File: src/hw/rtl/est_pkg.sv
// est_pkg: shared types, codes and constants for the endpoint set table.
// Used by est_ctrl, est_dpath and endpoint_set_table; depends on nothing.
package est_pkg;

    localparam int DEPTH_DEFAULT = 16;
    // Most recipients listed for one notify item.
    localparam int MAX_RESULTS   = 16;
    localparam int EMIT_W        = $clog2(MAX_RESULTS + 1);

    localparam logic [2:0] CMD_LOOKUP     = 3'd0;
    localparam logic [2:0] CMD_ADD        = 3'd1;
    localparam logic [2:0] CMD_REMOVE     = 3'd2;
    localparam logic [2:0] CMD_NOTIFY_ON  = 3'd3;
    localparam logic [2:0] CMD_NOTIFY_OFF = 3'd4;

    localparam logic [1:0] ST_OK       = 2'd0;
    localparam logic [1:0] ST_DUP      = 2'd1;
    localparam logic [1:0] ST_FULL     = 2'd2;
    localparam logic [1:0] ST_NOTFOUND = 2'd3;

    typedef struct packed {
        logic [2:0]  command;
        logic [31:0] ip_address;
        logic [15:0] port_number;
    } t_in_item;

    typedef struct packed {
        logic [1:0]  status;
        logic        recipient_valid;
        logic [31:0] recipient_address;
        logic [15:0] recipient_port;
        logic        notice_kind;
        logic        last_result;
    } t_out_item;

    typedef enum logic [2:0] {
        S_IDLE,
        S_SCAN,
        S_DECIDE,
        S_SHIFT,
        S_REPLY,
        S_EMIT_RD,
        S_EMIT_WR
    } t_state;

    // Controller to datapath
    typedef struct packed {
        logic load_item;
        logic scan;
        logic shift_start;
        logic shift;
        logic emit_start;
        logic rd;
        logic reply;
        logic emit;
    } t_cmd;

    // Datapath to controller
    typedef struct packed {
        logic [2:0] command;
        logic       found;
        logic       walk_done;
        logic       none_left;
        logic       skip;
        logic       emit_last;
        logic       out_free;
    } t_sts;

endpackage

File: src/hw/rtl/endpoint_set_table.sv
// endpoint_set_table: top level of the insertion-ordered endpoint set.
// Depends on est_pkg, est_ctrl and est_dpath.
//
//   channel  | valid       | stall        | payload
//   ---------+-------------+--------------+------------------------------
//   input    | i_in_valid  | o_in_stall   | i_in_data  (t_in_item)
//   output   | o_out_valid | i_out_stall  | o_out_data (t_out_item)
//
// Every item first scans the stored entries through the single read port of
// the entry memory. Lookup, add and unknown commands then pass through the
// decide and reply states; a remove that finds its entry first moves every
// later entry down by one place to close the gap.
// Notify lists the entries in turn, bar the excluded one, as stalls allow.
// Reset empties the table at once; no clearing pass is needed.
// A new item is taken while the last result of the previous one still waits.
module endpoint_set_table #(
    parameter int DEPTH = est_pkg::DEPTH_DEFAULT
) (
    input  logic               i_clk,
    input  logic               i_rst_n,
    input  logic               i_in_valid,
    output logic               o_in_stall,
    input  est_pkg::t_in_item  i_in_data,
    output logic               o_out_valid,
    input  logic               i_out_stall,
    output est_pkg::t_out_item o_out_data
);

    est_pkg::t_cmd cmd;
    est_pkg::t_sts sts;

    est_ctrl u_ctrl (
        .i_clk      (i_clk),
        .i_rst_n    (i_rst_n),
        .i_in_valid (i_in_valid),
        .i_sts      (sts),
        .o_cmd      (cmd),
        .o_in_stall (o_in_stall)
    );

    est_dpath #(
        .DEPTH (DEPTH)
    ) u_dpath (
        .i_clk       (i_clk),
        .i_rst_n     (i_rst_n),
        .i_in_data   (i_in_data),
        .i_cmd       (cmd),
        .i_out_stall (i_out_stall),
        .o_sts       (sts),
        .o_out_valid (o_out_valid),
        .o_out_data  (o_out_data)
    );

endmodule

File: src/hw/rtl/est_ctrl.sv
// est_ctrl: sequencing state machine of the endpoint set table.
// Depends on est_pkg; drives est_dpath through est_pkg::t_cmd.
module est_ctrl (
    input  logic          i_clk,
    input  logic          i_rst_n,
    input  logic          i_in_valid,
    input  est_pkg::t_sts i_sts,
    output est_pkg::t_cmd o_cmd,
    output logic          o_in_stall
);

    est_pkg::t_state r_state, n_state;

    always_ff @(posedge i_clk) begin
        if (!i_rst_n) begin
            r_state <= est_pkg::S_IDLE;
        end else begin
            r_state <= n_state;
        end
    end

    always_comb begin
        n_state    = r_state;
        o_cmd      = '0;
        o_in_stall = 1'b1;
        case (r_state)
            est_pkg::S_IDLE: begin
                o_in_stall = 1'b0;
                if (i_in_valid) begin
                    o_cmd.load_item = 1'b1;
                    n_state         = est_pkg::S_SCAN;
                end
            end
            est_pkg::S_SCAN: begin
                o_cmd.scan = 1'b1;
                if (i_sts.walk_done) begin
                    n_state = est_pkg::S_DECIDE;
                end
            end
            est_pkg::S_DECIDE: begin
                if (i_sts.command == est_pkg::CMD_REMOVE && i_sts.found) begin
                    o_cmd.shift_start = 1'b1;
                    n_state           = est_pkg::S_SHIFT;
                end else if (i_sts.command inside {est_pkg::CMD_NOTIFY_ON,
                                                   est_pkg::CMD_NOTIFY_OFF}
                             && !i_sts.none_left) begin
                    o_cmd.emit_start = 1'b1;
                    n_state          = est_pkg::S_EMIT_RD;
                end else begin
                    n_state = est_pkg::S_REPLY;
                end
            end
            est_pkg::S_SHIFT: begin
                // close the gap left by the removed entry
                o_cmd.shift = 1'b1;
                if (i_sts.walk_done) begin
                    n_state = est_pkg::S_REPLY;
                end
            end
            est_pkg::S_REPLY: begin
                if (i_sts.out_free) begin
                    o_cmd.reply = 1'b1;
                    n_state     = est_pkg::S_IDLE;
                end
            end
            est_pkg::S_EMIT_RD: begin
                o_cmd.rd = 1'b1;
                n_state  = est_pkg::S_EMIT_WR;
            end
            est_pkg::S_EMIT_WR: begin
                // drop the excluded endpoint, hold the others until the slot frees
                if (i_sts.skip) begin
                    n_state = est_pkg::S_EMIT_RD;
                end else if (i_sts.out_free) begin
                    o_cmd.emit = 1'b1;
                    n_state    = i_sts.emit_last ? est_pkg::S_IDLE : est_pkg::S_EMIT_RD;
                end
            end
            default: begin
                n_state = est_pkg::S_IDLE;
            end
        endcase
    end

endmodule

File: src/hw/rtl/est_dpath.sv
// est_dpath: entry memory, walk pointer, match search and output register.
// Depends on est_pkg; commanded by est_ctrl.
module est_dpath #(
    parameter int DEPTH = est_pkg::DEPTH_DEFAULT
) (
    input  logic                i_clk,
    input  logic                i_rst_n,
    input  est_pkg::t_in_item   i_in_data,
    input  est_pkg::t_cmd       i_cmd,
    input  logic                i_out_stall,
    output est_pkg::t_sts       o_sts,
    output logic                o_out_valid,
    output est_pkg::t_out_item  o_out_data
);

    localparam int IW = $clog2(DEPTH);
    localparam int CW = $clog2(DEPTH + 1);
    localparam int EW = est_pkg::EMIT_W;
    localparam int TW = (CW > EW) ? CW : EW;

    logic [47:0]        r_mem [DEPTH];
    est_pkg::t_in_item  r_item;
    logic [CW-1:0]      r_count;
    logic [CW-1:0]      r_ptr;
    logic               r_rd_vld;
    logic [IW-1:0]      r_rd_idx;
    logic [47:0]        r_rd_data;
    logic               r_found;
    logic [IW-1:0]      r_match_idx;
    logic [EW-1:0]      r_total;
    logic [EW-1:0]      r_emitted;
    logic               r_out_vld;
    est_pkg::t_out_item r_out;

    logic [47:0]        key;
    logic               in_range;
    logic               rd_en;
    logic               is_full;
    logic               add_ok;
    logic               rm_ok;
    logic               hit;
    logic               kind;
    logic               emit_last;
    logic               out_free;
    logic [TW-1:0]      rest;
    logic [TW-1:0]      capped;
    est_pkg::t_out_item reply_item;
    est_pkg::t_out_item emit_item;

    assign key       = {r_item.ip_address, r_item.port_number};
    assign in_range  = r_ptr < r_count;
    assign rd_en     = ((i_cmd.scan | i_cmd.shift) & in_range) | i_cmd.rd;
    assign is_full   = r_count == CW'(DEPTH);
    assign add_ok    = (r_item.command == est_pkg::CMD_ADD) && !r_found && !is_full;
    assign rm_ok     = (r_item.command == est_pkg::CMD_REMOVE) && r_found;
    assign hit       = i_cmd.scan && r_rd_vld && !r_found && (r_rd_data == key);
    assign kind      = r_item.command == est_pkg::CMD_NOTIFY_OFF;
    assign emit_last = (r_emitted + EW'(1)) == r_total;
    assign out_free  = !r_out_vld || !i_out_stall;
    assign rest      = TW'(r_count) - TW'(r_found);
    assign capped    = (rest > TW'(est_pkg::MAX_RESULTS)) ? TW'(est_pkg::MAX_RESULTS) : rest;

    always_comb begin
        reply_item             = '0;
        reply_item.last_result = 1'b1;
        reply_item.notice_kind = kind;
        case (r_item.command)
            est_pkg::CMD_LOOKUP: begin
                reply_item.status = r_found ? est_pkg::ST_OK : est_pkg::ST_NOTFOUND;
            end
            est_pkg::CMD_ADD: begin
                reply_item.status = r_found ? est_pkg::ST_DUP :
                                    is_full ? est_pkg::ST_FULL : est_pkg::ST_OK;
            end
            est_pkg::CMD_REMOVE: begin
                reply_item.status = r_found ? est_pkg::ST_OK : est_pkg::ST_NOTFOUND;
            end
            default: begin
                reply_item.status = est_pkg::ST_OK;
            end
        endcase
    end

    always_comb begin
        emit_item                   = '0;
        emit_item.status            = est_pkg::ST_OK;
        emit_item.recipient_valid   = 1'b1;
        emit_item.recipient_address = r_rd_data[47:16];
        emit_item.recipient_port    = r_rd_data[15:0];
        emit_item.notice_kind       = kind;
        emit_item.last_result       = emit_last;
    end

    always_comb begin
        o_sts           = '0;
        o_sts.command   = r_item.command;
        o_sts.found     = r_found;
        o_sts.walk_done = !in_range && !r_rd_vld;
        o_sts.none_left = rest == '0;
        o_sts.skip      = r_found && (r_rd_idx == r_match_idx);
        o_sts.emit_last = emit_last;
        o_sts.out_free  = out_free;
    end

    always_ff @(posedge i_clk) begin
        if (!i_rst_n) begin
            r_count   <= '0;
            r_rd_vld  <= 1'b0;
            r_found   <= 1'b0;
            r_out_vld <= 1'b0;
        end else begin
            r_rd_vld <= rd_en;
            if (i_cmd.reply && add_ok) begin
                r_count <= r_count + CW'(1);
            end else if (i_cmd.reply && rm_ok) begin
                r_count <= r_count - CW'(1);
            end
            if (i_cmd.load_item) begin
                r_found <= 1'b0;
            end else if (hit) begin
                r_found <= 1'b1;
            end
            if (i_cmd.reply || i_cmd.emit) begin
                r_out_vld <= 1'b1;
            end else if (!i_out_stall) begin
                r_out_vld <= 1'b0;
            end
        end
    end

    always_ff @(posedge i_clk) begin
        if (i_cmd.load_item) begin
            r_item <= i_in_data;
        end
        if (i_cmd.load_item || i_cmd.emit_start) begin
            r_ptr <= '0;
        end else if (i_cmd.shift_start) begin
            r_ptr <= CW'(r_match_idx) + CW'(1);
        end else if (rd_en) begin
            r_ptr <= r_ptr + CW'(1);
        end
        if (hit) begin
            r_match_idx <= r_rd_idx;
        end
        if (rd_en) begin
            r_rd_data <= r_mem[r_ptr[IW-1:0]];
            r_rd_idx  <= r_ptr[IW-1:0];
        end
        // move each later entry down by one place
        if (i_cmd.shift && r_rd_vld) begin
            r_mem[r_rd_idx - IW'(1)] <= r_rd_data;
        end else if (i_cmd.reply && add_ok) begin
            r_mem[r_count[IW-1:0]] <= key;
        end
        if (i_cmd.emit_start) begin
            r_total   <= capped[EW-1:0];
            r_emitted <= '0;
        end else if (i_cmd.emit) begin
            r_emitted <= r_emitted + EW'(1);
        end
        if (i_cmd.reply) begin
            r_out <= reply_item;
        end else if (i_cmd.emit) begin
            r_out <= emit_item;
        end
    end

    assign o_out_valid = r_out_vld;
    assign o_out_data  = r_out;

    a_count_bound: assert property (@(posedge i_clk) disable iff (!i_rst_n)
        r_count <= CW'(DEPTH))
        else $error("entry count above depth");

    a_read_in_table: assert property (@(posedge i_clk) disable iff (!i_rst_n)
        rd_en |-> (r_ptr < r_count))
        else $error("read of an entry beyond the table");

    a_emit_bound: assert property (@(posedge i_clk) disable iff (!i_rst_n)
        i_cmd.emit |-> (r_emitted < r_total))
        else $error("notify listed more recipients than counted");

    a_add_grows: assert property (@(posedge i_clk) disable iff (!i_rst_n)
        (i_cmd.reply && add_ok) |=> (r_count == $past(r_count) + CW'(1)))
        else $error("accepted add did not grow the table");

endmodule
File: config.mk
export PLATFORM = sky130hd
export DESIGN_NAME = endpoint_set_table
export DESIGN_NICKNAME = d
export VERILOG_FILES = /design/src/hw/rtl/est_pkg.sv /design/src/hw/rtl/endpoint_set_table.sv /design/src/hw/rtl/est_ctrl.sv /design/src/hw/rtl/est_dpath.sv
export SDC_FILE = /design/constraint.sdc
export NUM_CORES = 1
export LEC_CHECK = 0
export BUFFER_PORTS_ARGS = -buffer_cell sky130_fd_sc_hd__buf_2
export CAP_MARGIN = 20
export CORE_UTILIZATION = 55
export CTS_CLUSTER_DIAMETER = 50
export DETAILED_ROUTE_END_ITERATION = 16
export PLACE_DENSITY = 0.87
export SYNTH_ARGS = -nofsm -noshare
export SYNTH_HDL_FRONTEND = slang
export SYNTH_SLANG_ARGS = --single-unit
File: constraint.sdc
create_clock -name i_clk -period 4.1 [get_ports i_clk]
set_input_delay 0.82 -clock i_clk [delete_from_list [all_inputs] [get_ports i_clk]]
set_output_delay 0.82 -clock i_clk [all_outputs]
set_load 0.1 [all_outputs]
# ---- Word level (Yosys, flattened, before mapping)
# Memories as Yosys holds them, arrays and structs flattened. A register that Yosys moved wholly into a read port is not among the register bits.
# Cells that the tools add are included.
dict set report totals {
  regBits 138
  mem_bits_rw 768
  input_bits 55
  out_inout_bits 55
  wordCells 131
  memories 1
}
dict set report classes {
  n_addsub 7
  n_lt_le_gt_ge 2
  eq_ne 20
  mux 45
  bitwise 4
  n_reduce_logical 33
}
# memory words word_bits rd rd_clocked_by_memory_dff write_ports line
set memory_table {}
lappend memory_table {u_dpath.r_mem 16 48 1 1 1 est_dpath.sv:21} ;# logic [47:0] r_mem [DEPTH];
# op n
set op_table {}
lappend op_table {{$mux 53} 2}
lappend op_table {{$eq 48x48->1} 1}
lappend op_table {{$mux 48} 1}
lappend op_table {{$reduce_or 48->1} 1}
lappend op_table {{$mux 1} 24}
lappend op_table {{$mux 3} 8}
lappend op_table {{$pmux 3 s7} 1}
lappend op_table {{$mux 5} 4}
lappend op_table {{$add 5x1->5 const B} 3}
lappend op_table {{$eq 3x2->1 const B} 4}
lappend op_table {{$eq 3x3->1 const B} 4}
lappend op_table {{$logic_and 1x1->1} 12}
lappend op_table {{$reduce_bool 2->1} 4}
lappend op_table {{$logic_not 1->1} 7}
lappend op_table {{$eq 3x1->1 const B} 2}
lappend op_table {{$logic_not 3->1} 2}
lappend op_table {{$mux 2} 3}
lappend op_table {{$ne 2x2->1 const B} 3}
lappend op_table {{$add 4x1->5 const B} 1}
lappend op_table {{$eq 5x5->1} 1}
lappend op_table {{$eq 5x5->1 const B} 1}
lappend op_table {{$gt 5x5->1 const B} 1}
lappend op_table {{$logic_not 5->1} 1}
lappend op_table {{$lt 5x5->1} 1}
lappend op_table {{14 further kinds} 19}

# ---- Longest topological paths before layout
dict set report logic_depth {
  ltp_word 10
  ltp_mapped 14
  ltp_nobuf 11
}

# ---- By module
# From an unflattened synthesis, not the netlist that was laid out.
dict set report hier_totals {
  cells_unflattened 1731
  area_unflattened_um2 36998.0
}
# mod n_inst cells_each area_per_inst_um2 seq_area_each_um2
set by_module_without_submodules {}
lappend by_module_without_submodules {est_dpath 1 1680 36652.7 27876.7}
lappend by_module_without_submodules {est_ctrl 1 51 345.3 60.1}

# ---- Worst setup path before layout
# Ideal clock, no wire load.
dict set report synth_path {
  path_kind {reg-to-reg}
  startpoint {register u_dpath.r_out_vld (netlist: u_dpath.o_out_valid)}
  endpoint {memory u_dpath.r_mem[11][0], enable pin}
  t_arrival_ps 3985
  path_slack_ps -339
  path_stages_with_launch 7
  n_path_buf 1
  synth_period_minus_slack_ps 4439
  path_cell_list {dfxtp_1 > and2_0 > nor4_1 > nand3_1 > clkbuf_1 > a31oi_1 > nor2_1}
}
dict set report synth_between {
  elab_chain_len 10
}
# item line
set synth_rtl {}
lappend synth_rtl {{from (decl)} est_dpath.sv:32} ;# logic r_out_vld;
lappend synth_rtl {{from (signal assigned)} est_dpath.sv:110} ;# r_out_vld <= 1'b0;
lappend synth_rtl {{from (signal assigned)} est_dpath.sv:124} ;# r_out_vld <= 1'b1;
lappend synth_rtl {{from (signal assigned)} est_dpath.sv:126} ;# r_out_vld <= 1'b0;
lappend synth_rtl {{$logic_not 1->1 *} est_dpath.sv:59} ;# assign out_free = !r_out_vld || !i_out_stall;
lappend synth_rtl {{$logic_or 1x1->1 *} est_dpath.sv:59}
lappend synth_rtl {{$mux 1 *} est_ctrl.sv:61} ;# if (i_sts.out_free) begin
lappend synth_rtl {{$mux 1 *} est_ctrl.sv:26} ;# case (r_state)
lappend synth_rtl {{$logic_and 1x1->1 *} est_dpath.sv:152} ;# end else if (i_cmd.reply && add_ok) begin
lappend synth_rtl {{$mux 1 *} est_dpath.sv:152}
lappend synth_rtl {{$mux 1 *} est_dpath.sv:150} ;# if (i_cmd.shift && r_rd_vld) begin
lappend synth_rtl {{$mux 1 (implied by the code) *} est_dpath.sv:153} ;# r_mem[r_count[IW-1:0]] <= key;
lappend synth_rtl {{$reduce_or 48->1 (no source line)} n/a}
lappend synth_rtl {{$mux 4 (no source line) or $mux 1 (tied branches)} n/a}
lappend synth_rtl {{to (decl)} est_dpath.sv:21}
# Mark *: on every way between the ends. The rest lies on a longest branch, timed or not.

# ---- Final worst setup path
dict set report layout_path {
  startpoint {register u_ctrl.r_state[2]}
  endpoint {memory u_dpath.r_mem[12][36], enable pin}
}
dict set report layout_between {
  elab_chain_len 8
}
# item line
set layout_rtl {}
lappend layout_rtl {{from (decl)} est_ctrl.sv:12} ;# est_pkg::t_state r_state, n_state;
lappend layout_rtl {{from (signal assigned)} est_ctrl.sv:16} ;# r_state <= est_pkg::S_IDLE;
lappend layout_rtl {{from (signal assigned)} est_ctrl.sv:18} ;# r_state <= n_state;
lappend layout_rtl {{$eq 3x3->1} est_ctrl.sv:26}
lappend layout_rtl {{$mux 1} est_ctrl.sv:26}
lappend layout_rtl {{$logic_and 1x1->1} est_dpath.sv:152}
lappend layout_rtl {{$mux 1} est_dpath.sv:152}
lappend layout_rtl {{$mux 1} est_dpath.sv:150}
lappend layout_rtl {{$mux 1 (implied by the code)} est_dpath.sv:153}
lappend layout_rtl {{$reduce_or 48->1 (no source line)} n/a}
lappend layout_rtl {{$mux 4 (no source line) or $mux 1 (tied branches)} n/a}
# Parallel ways exist; a longest one is shown, timed or not.

==> metrics.csv <==
stage,metric,value,unit
status,outcome,"finished, violations left",
status,violations_in_the_final_reports,design-rule violations,
sta,rsz0062_at_grt,no,
finish,area_growth,14.65,%
setup_path,critical_path.max_stage_delay,0.86,ns
sta,drv_slew,0,
cts,cts.sink_count,954,
routing,drt_iter0_markers,3440,
logic_synthesis,synth_top_area_cell,edfxtp_1,
logic_synthesis,synth.distinct_cells,56,
routing,first_pass_iters,13,
setup_path,worst_path_dominant_cell_family,simple AND/OR/NAND/NOR gates,
finish,drive_gt1_share,28.28,%
finish,regArea,27950,sq um
sta,report.final.hold_viol_count,0,
routing,route.detailed.drc,3,
logic_synthesis,synth_sequential_area_ratio,75.84,%
sta,finalWorstPathRequiredPeriod,3.652,ns
sta,tightestPinTransition,1.156,ns
global_routing,grt_max_degree,104,
logic_synthesis,summed_instance_area_of_the_synthesized_netlist,36830,sq um
floorplanning,core_area,65980,sq um
logic_synthesis,ys_dominant_reg_cell,edfxtp_1,
logic_synthesis,postSynthAreaPerCell,19.92,sq um
placement,numPortBuffers,109,
finish,fin_nets,2097,
placement,place_area,38970,sq um
cts,cts_tree,yes,
logic_synthesis,synth_fp_nets,1917,
setup_path,timing.critical_path.mode_cell,buf_4,
pwr,net-switching-power,8.111,mW
placement,final_hpwl_dp,54.90,mm
setup_path,endpoint_kind,flip-flop,
setup_path,critPathSlowestCell,a31oi_1,
logic_synthesis,asyncSetResetFlopFracSynth,0,%
cts,max-clock-path-buffers,3,
finish,antenna-diode-count,0,
floorplanning,io_pins,110,
routing,vias,20230,
placement,dp_cells,2794,
finish,final_common_cell,edfxtp_1,
floorplanning,floorplan.initialDensity,55.83,%
pwr,power_report.internal_total,18.33,mW
pwr,combinationalPowerShare,20.7,%
finish,layout.cell_area.non_filler,42230,sq um
cts,clkSlewWorstSetupHoldPaths,0.06,ns
cts,cts_setup_buffers,0,
floorplanning,die_height,260.8,um
finish,mostFrequentLayoutCells,"883 x edfxtp_1, 240 x mux4_2, 214 x nand2_1",
logic_synthesis,yosys_warnings,0,
routing,drt_wirelength,98.85,mm
setup_path,timing.critical_path.arrival,4.05,ns
finish,multi_input_comb_area,8549,sq um
global_routing,gr-usage-all-layers,29.82,%
pwr,vdd.ir_drop.worst,0.6573,mV
cts,ctsResizeCount,0,
setup_path,timing.critical_path.cells,"or3b_1, nor4_1, nand3_2, buf_4, a31oi_1, nor2_4, buf_4",
pwr,power.share.sequential,45.7,%
pwr,power.density,626.1,nW/um^2
finish,fillCellCount,3982,
finish,finalCoreUtilization,64.01,%
floorplanning,die-width,260.8,um
routing,routed_via_density,6.799,
setup_path,critPathKind,reg2reg,
cts,cts.htree.levels,3,
floorplanning,die_area,68010,sq um
sta,timing.final.setup_violations,0,
worst_hold_path,hp-class,in2reg,
pwr,switching_fraction_of_total_power,30.68,%
routing,ant_nets,0,
setup_path,required,4.50,ns
routing,wire_per_inst,33.23,um
global_routing,wire_length_of_the_first_global_routing_pass,142.3,mm
pwr,p_clk_share,33.6,%
sta,slew-limit-headroom,22.94,%
setup_path,timing.critical_path.from_type,flip-flop,
logic_synthesis,synth_top_cell_area_share,71.99,%
sta,clock.fmax,273.8,MHz
global_routing,initial_antenna_violation_count,0,
logic_synthesis,synth_enable_flop_cells,883,
setup_path,timing.critical_path.fanout_max,20,
cts,clkLatencyLatePin,0.69,ns
cts,cts-root-buf,clkbuf_16,
finish,fin_cells,2975,
floorplanning,std_cell_rows,94,
cts,cts_made_buffers,95,
global_routing,first_global_vias,20650,
setup_path,path_buf_inv,2,
logic_synthesis,syn_inst,1849,
cts,cts_hold_buf,0,
pwr,power.static_leakage,13.55,nW
placement,gpl.final_weighted_congestion,0.9050,
global_routing,globalRoute.totalOverflow,0,
logic_synthesis,yosys_register_bits,954,
job,total_of_max_cap_violations,0,
pwr,p_total,26.44,mW
sta,clock-skew-final,0.05300,ns
sta,timing.final.crit_share,89.08,%
logic_synthesis,synth_area_leaders,"edfxtp_1 72%, mux4_2 15%, dfxtp_1 3.9%, nand2_1 2.2%, o21ai_0 0.94%",
==> cell usage after synthesis, types with 16 or more instances <==
library cell    n
edfxtp_1      883
mux4_2        240
nand2_1       214
dfxtp_1        71
o21ai_0        69
clkbuf_1       58
xnor2_1        39
nor2_1         35
xor2_1         27
buf_2          26
inv_1          22
nand3_1        16
==> cell type report <==
type | count | share of cell area, %
flip-flops and latches | 954 | 66.18
multi-input cells | 778 | 20.24
clock buffers | 133 | 6.385
repair buffers | 177 | 3.170
well taps | 864 | 2.560
clock inverters | 46 | 1.256
inverters | 23 | 0.2044
==> stage by stage <==
step / setup TNS (ns) / hold WS, ns / worst slack (ns)
finish: 0 / 0.3042 / 0.4479
floorplan: -253.80 / 0.4064 / -0.3386
CTS: 0 / 0.2861 / 0.5065
global route: 0 / 0.2937 / 0.3388
global placement: 0 / 0.4405 / 0.3527
detailed placement: 0 / 0.4465 / 0.2123
==> state kept, by name, summed over array words and instances, names as in the netlist <==
name and cells:
u_dpath.r_mem 768, u_dpath.o_out_data 53, u_dpath.key 48, u_dpath.r_rd_data 48, u_dpath.r_count 5, u_dpath.r_emitted 5
u_dpath.r_ptr 5, u_dpath.r_total 5, u_dpath.r_match_idx 4, u_dpath.r_rd_idx 4, u_ctrl.r_state 3, u_dpath.o_sts 3
u_dpath.o_out_valid 1, u_dpath.r_found 1, u_dpath.r_rd_vld 1
==> per-layer routing <==
layer / track usage (%) / wire length, um / vias to the layer above
li1: - / - / 7798
met1: 37.57 / 32900 / 10290
met2: 47.60 / 47890 / 1767
met3: 7.760 / 12170 / 374
met4: 16.33 / 5894 / 0
met5: 0 / 0 / -
==> cells by family (layout without fill, tap and decap cells) <==
family,count (synthesis),in the layout,share of synthesized area [%]
fa+ha+maj,13,13,0.4620
flops,954,954,75.84
simple gates,332,332,3.981
mux,245,245,14.82
compound gates,121,121,1.960
xor+xnor,67,67,1.614
buf+inv,117,379,1.321
==> worst paths after layout <==
check	depth (start not counted)	from	end	slack, ns
max	7	u_ctrl.r_state[2]	u_dpath.r_mem[12][36]	0.45
min reg2reg	2	u_dpath.o_out_data[39]	u_dpath.o_out_data[39]	0.45
min	1	i_in_data[44]	u_dpath.key[44]	0.30
max reg2reg	7	u_ctrl.r_state[2]	u_dpath.r_mem[12][36]	0.45
==> power groups by stage <==
stage	clock network (mW)	registers [mW]	logic, mW
2_1_floorplan	0	13.4	2.67
3_3_place_gp	0	12.2	5.20
3_5_place_dp	0	12.2	5.37
4_1_cts	8.93	12.1	5.47
5_1_grt	9.28	12.1	5.74
6_report	8.89	12.1	5.48
Power figures use the tool's default switching activity.
